--- config.mk ---
export PLATFORM = sky130hd
export DESIGN_NAME = utf8_to_cp866_transcoder_unit
export DESIGN_NICKNAME = d
export VERILOG_FILES = /design/src/u2c_pkg.sv /design/src/u2c_map.sv /design/src/u2c_out_buf.sv /design/src/utf8_to_cp866_transcoder_unit.sv
export SDC_FILE = /design/constraint.sdc
export NUM_CORES = 1
export LEC_CHECK = 0
export ABC_AREA = 1
export BUFFER_PORTS_ARGS = -buffer_cell sky130_fd_sc_hd__buf_2
export CORE_AREA = 2 2 63 95
export CTS_BUF_LIST = sky130_fd_sc_hd__clkbuf_4 sky130_fd_sc_hd__clkbuf_8
export CTS_CLUSTER_SIZE = 8
export DETAILED_ROUTE_END_ITERATION = 8
export DIE_AREA = 0 0 65 97
export GPL_TIMING_DRIVEN = 0
export PLACE_DENSITY = 0.62
export SLEW_MARGIN = 20
export SYNTH_ARGS = -nofsm -noshare
export SYNTH_HDL_FRONTEND = slang
export SYNTH_SLANG_ARGS = --single-unit
--- constraint.sdc ---
create_clock -name clk -period 10 [get_ports clk]
set_input_delay 0.5 -clock clk [delete_from_list [all_inputs] [get_ports clk]]
set_output_delay 0.5 -clock clk [all_outputs]
set_load 0.02 [all_outputs]
--- src/u2c_pkg.sv ---
// shared types, byte constants and the arrow lookup for the utf-8 to cp866 transcoder
// no dependencies
package u2c_pkg;

    // lead and continuation bytes
    localparam logic [7:0] LEAD_D0    = 8'hD0;
    localparam logic [7:0] LEAD_D1    = 8'hD1;
    localparam logic [7:0] LEAD_C2    = 8'hC2;
    localparam logic [7:0] LEAD_E2    = 8'hE2;
    localparam logic [7:0] ARROW_MID  = 8'h86;
    localparam logic [7:0] YO_UPPER   = 8'h81;
    localparam logic [7:0] YO_LOWER   = 8'h91;
    localparam logic [7:0] CURRENCY   = 8'hA4;

    // code page 866 results
    localparam logic [7:0] CP_YO_UPPER = 8'hF0;
    localparam logic [7:0] CP_YO_LOWER = 8'hF1;
    localparam logic [7:0] CP_CURRENCY = 8'hFD;
    localparam logic [7:0] CP_UNKNOWN  = 8'h3F;
    localparam logic [7:0] LOW_OFFSET  = 8'h10;
    localparam logic [7:0] HIGH_OFFSET = 8'h60;

    // pending lead byte
    typedef enum logic [2:0] {
        MODE_IDLE = 3'd0,
        MODE_D0   = 3'd1,
        MODE_D1   = 3'd2,
        MODE_C2   = 3'd3,
        MODE_E2   = 3'd4,
        MODE_E286 = 3'd5
    } mode_t;

    // outcome of one input byte
    typedef struct packed {
        logic [1:0] count;
        logic [7:0] res0;
        logic [7:0] res1;
        mode_t      mode_next;
    } map_res_t;

    // third byte of the e2 86 xx arrow sequences
    function automatic logic [7:0] arrow_code(input logic [7:0] b);
        logic [7:0] code;
        case (b)
            8'h90:   code = 8'h1B;
            8'h91:   code = 8'h18;
            8'h92:   code = 8'h1A;
            8'h93:   code = 8'h19;
            8'h96:   code = 8'h1C;
            default: code = CP_UNKNOWN;
        endcase
        return code;
    endfunction

endpackage

--- src/u2c_map.sv ---
// byte mapping: pending lead state and one input byte to up to two result bytes
// depends on u2c_pkg
module u2c_map (
    input  u2c_pkg::mode_t    mode,
    input  logic [7:0]        in_byte,
    input  logic              is_last,
    output u2c_pkg::map_res_t res
);
    import u2c_pkg::*;

    // decode against the held lead byte
    always_comb
    begin
        res.count     = 2'd0;
        res.res0      = in_byte;
        res.res1      = in_byte;
        res.mode_next = MODE_IDLE;
        case (mode)
            MODE_D0:
            begin
                if (in_byte == YO_UPPER)
                begin
                    res.count = 2'd1;
                    res.res0  = CP_YO_UPPER;
                end
                else if (in_byte inside {[8'h90:8'hBF]})
                begin
                    res.count = 2'd1;
                    res.res0  = in_byte - LOW_OFFSET;
                end
            end
            MODE_D1:
            begin
                if (in_byte == YO_LOWER)
                begin
                    res.count = 2'd1;
                    res.res0  = CP_YO_LOWER;
                end
                else if (in_byte inside {[8'h80:8'h8F]})
                begin
                    res.count = 2'd1;
                    res.res0  = in_byte + HIGH_OFFSET;
                end
            end
            MODE_C2:
            begin
                res.count = 2'd1;
                res.res0  = (in_byte == CURRENCY) ? CP_CURRENCY : CP_UNKNOWN;
            end
            MODE_E2:
            begin
                if (is_last)
                begin
                    res.count = 2'd2;
                    res.res0  = LEAD_E2;
                end
                else if (in_byte == ARROW_MID)
                begin
                    res.mode_next = MODE_E286;
                end
            end
            MODE_E286:
            begin
                res.count = 2'd1;
                res.res0  = arrow_code(in_byte);
            end
            default:
            begin
                // no lead held: hold a lead byte unless it ends the string
                if (!is_last && in_byte == LEAD_D0)
                    res.mode_next = MODE_D0;
                else if (!is_last && in_byte == LEAD_D1)
                    res.mode_next = MODE_D1;
                else if (!is_last && in_byte == LEAD_C2)
                    res.mode_next = MODE_C2;
                else if (!is_last && in_byte == LEAD_E2)
                    res.mode_next = MODE_E2;
                else
                    res.count = 2'd1;
            end
        endcase
    end

endmodule

--- src/u2c_out_buf.sv ---
// two-entry buffer taking one or two results at once, draining one a cycle on m_tready
// depends on u2c_pkg
module u2c_out_buf (
    input  logic       clk,
    input  logic       rst_n,
    input  logic [1:0] push_count,
    input  logic       push_en,
    input  logic [7:0] push_res0,
    input  logic [7:0] push_res1,
    output logic       can_push,
    output logic       m_tvalid,
    input  logic       m_tready,
    output logic [7:0] m_tdata,   // out_byte[7:0]
    output logic       m_tlast
);
    import u2c_pkg::*;

    logic [8:0] data_reg [2];
    logic [8:0] data_next [2];
    logic [1:0] count_reg;
    logic [1:0] count_next;
    logic [1:0] base;
    logic       pop;

    assign m_tvalid = (count_reg != 2'd0);
    assign m_tdata  = data_reg[0][7:0];
    assign m_tlast  = data_reg[0][8];
    assign pop      = m_tvalid && m_tready;
    assign base     = count_reg - {1'b0, pop};
    assign can_push = ({1'b0, base} + {1'b0, push_count}) <= 3'd2;

    // shift out the popped entry, then append new results
    always_comb
    begin
        data_next[0] = (pop && count_reg == 2'd2) ? data_reg[1] : data_reg[0];
        data_next[1] = data_reg[1];
        count_next   = base;
        if (push_en)
        begin
            count_next = base + push_count;
            case (push_count)
                2'd1:
                    data_next[base[0]] = {1'b1, push_res0};
                2'd2:
                begin
                    data_next[0] = {1'b0, push_res0};
                    data_next[1] = {1'b1, push_res1};
                end
                default:
                    count_next = base;
            endcase
        end
    end

    // payload
    always_ff @(posedge clk)
    begin
        data_reg[0] <= data_next[0];
        data_reg[1] <= data_next[1];
    end

    // fill count
    always_ff @(posedge clk or negedge rst_n)
    begin
        if (!rst_n)
            count_reg <= 2'd0;
        else
            count_reg <= count_next;
    end

endmodule

--- src/utf8_to_cp866_transcoder_unit.sv ---
// Top level of the utf-8 to code page 866 transcoder.
// Depends on u2c_pkg, u2c_map and u2c_out_buf.
//
// Usage:
//   s_* takes one utf-8 byte per transfer in s_tdata, with s_tlast set on the
//   last byte of a string. m_* gives code page 866 bytes; m_tlast is set on
//   the last result that an input byte produced.
//   An input byte yields zero, one or two results. Lead bytes D0, D1, C2 and
//   E2 (and E2 86) are held until the following byte arrives.
// Path: an accepted byte is held in the input register, is mapped and
//   written to the result buffer, and its first result is offered from
//   that buffer.
// Throughput: one byte per cycle while m_tready is high; a byte with two
//   results may wait in the input register until the single output port
//   of the two-entry result buffer has drained room for both.
// Reset: rst_n clears the pending lead byte and empties both registers.
// Stall: while m_tready is low the result buffer fills, then the input
//   register holds and s_tready drops; nothing is lost or repeated.
module utf8_to_cp866_transcoder_unit (
    input  logic       clk,
    input  logic       rst_n,
    input  logic       s_tvalid,
    output logic       s_tready,
    input  logic [7:0] s_tdata,   // in_byte[7:0]
    input  logic       s_tlast,
    output logic       m_tvalid,
    input  logic       m_tready,
    output logic [7:0] m_tdata,   // out_byte[7:0]
    output logic       m_tlast
);
    import u2c_pkg::*;

    logic       in_valid_reg;
    logic       in_valid_next;
    logic [7:0] in_byte_reg;
    logic       in_last_reg;
    mode_t      mode_reg;
    mode_t      mode_next;
    map_res_t   map_res;
    logic       can_push;
    logic       advance;

    // mapping of the registered byte
    u2c_map u_map (
        .mode    (mode_reg),
        .in_byte (in_byte_reg),
        .is_last (in_last_reg),
        .res     (map_res)
    );

    // result buffer
    u2c_out_buf u_out_buf (
        .clk        (clk),
        .rst_n      (rst_n),
        .push_count (map_res.count),
        .push_en    (advance),
        .push_res0  (map_res.res0),
        .push_res1  (map_res.res1),
        .can_push   (can_push),
        .m_tvalid   (m_tvalid),
        .m_tready   (m_tready),
        .m_tdata    (m_tdata),
        .m_tlast    (m_tlast)
    );

    // input register moves on once its results fit
    assign advance       = in_valid_reg && can_push;
    assign s_tready      = !in_valid_reg || advance;
    assign in_valid_next = (s_tvalid && s_tready) || (in_valid_reg && !advance);
    assign mode_next     = advance ? map_res.mode_next : mode_reg;

    // input payload
    always_ff @(posedge clk)
    begin
        if (s_tvalid && s_tready)
        begin
            in_byte_reg <= s_tdata;
            in_last_reg <= s_tlast;
        end
    end

    // control state
    always_ff @(posedge clk or negedge rst_n)
    begin
        if (!rst_n)
        begin
            in_valid_reg <= 1'b0;
            mode_reg     <= MODE_IDLE;
        end
        else
        begin
            in_valid_reg <= in_valid_next;
            mode_reg     <= mode_next;
        end
    end

endmodule
After elaboration in Yosys (flattened, before gate mapping)
Memory sizes are Yosys's and may differ from the RTL's.
Cells that the tools add are included.
{"block": "word_totals", "ff_bits": 15, "ramBits": 18, "in_bits": 13, "out_inout_bits": 11, "elab_cells": 88, "memories": 1}
{"block": "op_classes", "add_sub_neg": 5, "n_lt_le_gt_ge": 7, "n_eq_ne": 20, "n_mux": 28, "bitwise": 1, "reduce_logical": 21}
{"memory": "u_out_buf.data_reg", "words": 2, "width": 9, "read_ports": 2, "rd_ports_with_merged_regs": 0, "wr": 2, "line_no": "u2c_out_buf.sv:18", "text": "logic [8:0] data_reg [2];"}
{"operator": "8-bit equality test, second input constant", "n": 12}
{"operator": "9-bit two-way mux", "n": 6}
{"operator": "8-bit one-hot mux with 5 select lines", "n": 1}
{"operator": "18-bit one-hot mux with 2 select lines", "n": 1}
{"operator": "6-bit one-hot mux with 5 select lines", "n": 1}
{"operator": "18-bit bitwise mux", "n": 1}
{"operator": "18-bit two-way mux", "n": 1}
{"operator": "3-bit two-way mux", "n": 6}
{"operator": "8-bit >= comparator, second input constant", "n": 2}
{"operator": "8-bit <= comparator, second input constant", "n": 2}
{"operator": "1-bit logical AND", "n": 12}
{"operator": "10-bit two-way mux", "n": 1}
{"operator": "2-bit two-way mux", "n": 5}
{"operator": "9-bit demux with 1-bit select", "n": 1}
{"operator": "8-bit by 7-bit adder with 8-bit output, second input constant", "n": 1}
{"operator": "8-bit two-way mux", "n": 1}
{"operator": "2-bit one-hot mux with 4 select lines", "n": 1}
{"operator": "8-bit by 5-bit subtractor with 8-bit output, second input constant", "n": 1}
{"operator": "3-bit by 2-bit equality test with 1-bit output, second input constant", "n": 2}
{"operator": "3-bit equality test, second input constant", "n": 2}
{"operator": "3-bit one-hot mux with 2 select lines", "n": 1}
{"operator": "2-bit equality test, second input constant", "n": 2}
{"operator": "2-bit OR reduction", "n": 2}
{"operator": "4-bit OR reduction", "n": 1}
{"operator": "other kinds (13)", "n": 16}

Depth between registers and ports, before layout
{"block": "depth", "ltp_word": 13, "depth_mapped": 23, "depth_no_buf": 23}

Modules after synthesis
A second synthesis with hierarchy kept.
{"block": "hier_totals", "cells_unflattened": 387, "hier_area_um2": 2658.8}
{"module": "u2c_out_buf", "n_inst": 1, "cells_each": 177, "area_each_um2": 1355.0, "seq_area_each_um2": 500.5}
{"module": "u2c_map", "n_inst": 1, "cells_each": 181, "area_each_um2": 865.8, "seq_area_each_um2": 0.0}
{"module": "utf8_to_cp866_transcoder_unit", "n_inst": 1, "cells_each": 29, "area_each_um2": 437.9, "seq_area_each_um2": 370.4}

Worst setup path after synthesis
No wires, ideal clock.
{"block": "synth_timing", "kind": "register -> register", "from": "register in_byte_reg[5]", "to": "memory u_out_buf.data_reg[0][3]", "setup_time_ps": 129, "arrival_time_ps": 3258, "required_ps": 9871, "path_slack_ps": 6613, "stages_incl_launch_ff": 22, "path_buffers": 0, "cell_sequence": "edfxtp_1 > inv_1 > ha_1 > nand3_2 > o21ai_2 > nand2_1 > nand2_1 > nand2_1 > nand2_1 > or2_1 > nand2_1 > inv_2 > ha_1 > inv_1 > fa_1 > o21ai_1 > nor2_2 > inv_1 > nor2_4 > inv_1 > nor2_2 > o22ai_1"}
{"item": "start: declaration", "line_no": "utf8_to_cp866_transcoder_unit.sv:35", "text": "logic [7:0] in_byte_reg;"}
{"item": "start signal: assignment", "line_no": "utf8_to_cp866_transcoder_unit.sv:77", "text": "in_byte_reg <= s_tdata;"}
{"item": "end: declaration", "line_no": "u2c_out_buf.sv:18"}

==> impl_results.md <==
* Post-synth EDFFs at 18
* Endpoints failing setup at 0
* Post-CTS sizing at 0
* Port Buffer Count at 23
* Maximum vdd drop at 0.000124 V
* CP arrival at 4.39 ns
* Nets at 371
* Status: finished clean
* Setup TNS at 0 ns
* Register area share after synthesis at 36.3%
* Worst-case clock skew at 0.00715 ns
* DRT iter0 DRCs at 84
* CTS tree: yes
* Clock net sink count at 33
* Hold Path Class: input pin to async pin
* Startpoint types: flop
* Largest net degree at the start of global routing at 14
* Post-Synthesis Net Count at 341
* First-pass GRT wire length at 9560 um
* Final wirelength at 5490 um
* Max-slew violations at 0
* DRC viols at 0
* Period Utilization, post-route at 41.7%
* RSZ-0062 raised after global routing: no
* GRT Total Usage at 19.4%
* Post-CTS Hold Buffers at 0
* Critical path capture point type: flop
* H-tree Lvls at 2
* Post-Layout Inst Area at 2700 um2
* Wire per inst at 13.1 um
* Cells after Synth at 317
* Max-slew headroom at 46.4%
* Ant. Diodes at 0
* Max reg flops at 18
* Pwr dens at 337 nW/um2
* Share of cells above drive strength 1 at 21.6%
* Fmax at 240 MHz
* FFs w/ async S/R, synth at 18.2%
* Io pins at 24
* #FFs+latches synth at 33
* P_leak at 0.00120 uW
* Pwr Total at 909 uW
* Netlist cell types at 43
* Placer Congestion at 0.922
* Final Hold Vio Count at 0
* Std cell rows at 33
* Dpl cell area at 2600 um2
* Post-layout min period at 4.17 ns
* Core Region at 5410 um2
* Synth warnings at 0
* Clock root cell: clkbuf_8
* Critical path class: flop to flop
* Tightest Pin Transition at 0.803 ns
* Die ar. at 6310 um2
* DR vias/cell at 5.02
* Area of the multi-input gates at 1240 um2
* Top_reg_cell synth: edfxtp_1
* Clk Latency, worst-skew pair at 0.29 ns
* Post-Syn Area at 2400 um2
* Clock Path Buffers at 2
* Setup bufs post-CTS at 0
* DRT antenna net count at 0
* Vert. Die Dim at 97 um
* CP Max Fanout at 13
* Final Core Density at 49.9%
* Chip width at 65 um
* FILL cells at 555
* DP HPWL at 4420 um
* Register Area at 871 um2
* Syn_area_per_cell at 7.56 um2
* TritonCTS buffer count at 5
* Synthesis-to-finish area growth at 12.5%
* Via count at 2097
* CP required at 10.22 ns
* Antenna violations before repair at 0
* Total of max-cap violations at 0
* Clock transition at path regs at 0.07 ns
* Grt total ovfl at 0
* 1st-pass router iterations at 4
* Initial Utilization at 44.3%
* Vias in the first global route at 2163
metrics by stage:
stage          setup WS [ns]  hold WS (ns)  cells
2_1_floorplan           6.61         0.204    317
3_3_place_gp            5.86         0.327    410
3_5_place_dp            5.84         0.334    410
4_1_cts                 5.82        0.0284    418
5_1_grt                 5.46        0.0265    418
6_report                5.83        0.0261    418
placed cells by master (no fill, tap or decap), types with 2 or more instances in the layout:
cell type	netlist	routed
dfrtp_1	6	6
o211ai_1	2	2
a21oi_1	16	16
nor2_4	4	4
buf_2	1	24
nor2_2	9	9
clkbuf_8	0	6
nand3_1	26	26
o22ai_1	4	4
dfxtp_1	9	9
nor2_1	24	24
nor3_1	2	2
nand2_2	4	4
nand2_1	63	63
ha_1	10	10
clkbuf_1	2	2
o21ai_0	17	17
edfxtp_1	18	18
clkbuf_4	0	2
mux2i_1	8	8
buf_4	9	9
o21ai_1	6	6
nand4_1	5	5
inv_1	42	42
inv_2	9	9
or2_1	2	2
final timing paths:
check,startpoint,to,slack (ns),cells after the start
worst max-delay path,in_byte_reg[5],u_out_buf.data_reg[0][6],5.83,22
worst min-delay path,rst_n,u_out_buf.count_reg[1],0.03,1
worst max register to register,in_byte_reg[5],u_out_buf.data_reg[0][6],5.83,22
worst min register to register,in_valid_reg,in_valid_reg,0.52,2
max in group asynchronous,rst_n,mode_reg[0],9.83,1
min in group clk,s_tdata[5],in_byte_reg[5],0.39,1
cells in the mapped netlist, types with 5 or more instances:
cell      number  area, um2
nor2_1        24       90.1
o21ai_1        6       30.0
o21ai_0       17       85.1
inv_2          9       33.8
nor2_2         9       56.3
a21oi_1       16       80.1
dfxtp_1        9        180
nand2_1       63        236
mux2i_1        8       80.1
ha_1          10        125
edfxtp_1      18        541
nand4_1        5       31.3
inv_1         42        158
buf_4          9       67.6
nand3_1       26        130
dfrtp_1        6        150
logic make-up after synthesis:
kind of cell | after synthesis | synth area share [%]
xor+xnor | 1 | 0.365
flops | 33 | 36.3
mux | 8 | 3.34
fa+ha+maj | 11 | 6.05
buf+inv | 65 | 11.7
simple gates | 144 | 28.5
compound gates | 55 | 13.6
worst max-delay path, cell delays in order (launching register included):
cell	delay (ns)
edfxtp_1	0.45
inv_1	0.28
ha_1	0.31
nand3_2	0.14
o21ai_2	0.21
nand2_1	0.12
nand2_1	0.07
nand2_1	0.05
nand2_1	0.09
or2_1	0.14
nand2_1	0.09
inv_2	0.08
ha_1	0.13
inv_1	0.04
fa_1	0.50
o21ai_1	0.13
nor2_2	0.16
inv_1	0.11
nor2_4	0.32
inv_1	0.19
a21oi_4	0.27
nand3_1	0.13
o21ai_0	0.09
routing by layer:
metal / part of all wire [%] / routed length (um) / track usage [%] / vias up
li1: - / - / - / 1102
met1: 41 / 2230 / 21.1 / 920
met2: 53 / 2890 / 34.3 / 58
met3: 2.8 / 155 / 3.49 / 17
met4: 4.0 / 219 / 11.0 / 0
met5: 0 / 0 / 0 / -
layout make-up:
class,instances,share of cell area (%)
Clock buffer,8,3.62
Sequential cell,33,32.3
Inverter,52,7.33
Multi-Input combinational cell,219,46.2
Buffer,13,3.11
Timing Repair Buffer,23,4.27
Tap cell,70,3.25
where the power goes:
group          internal, uW  total, uW  switching, uW
Combinational           180        519            339
Sequential              240        280           40.2
Clock                  61.6        110           48.9
(Power assumes the default switching activity.)
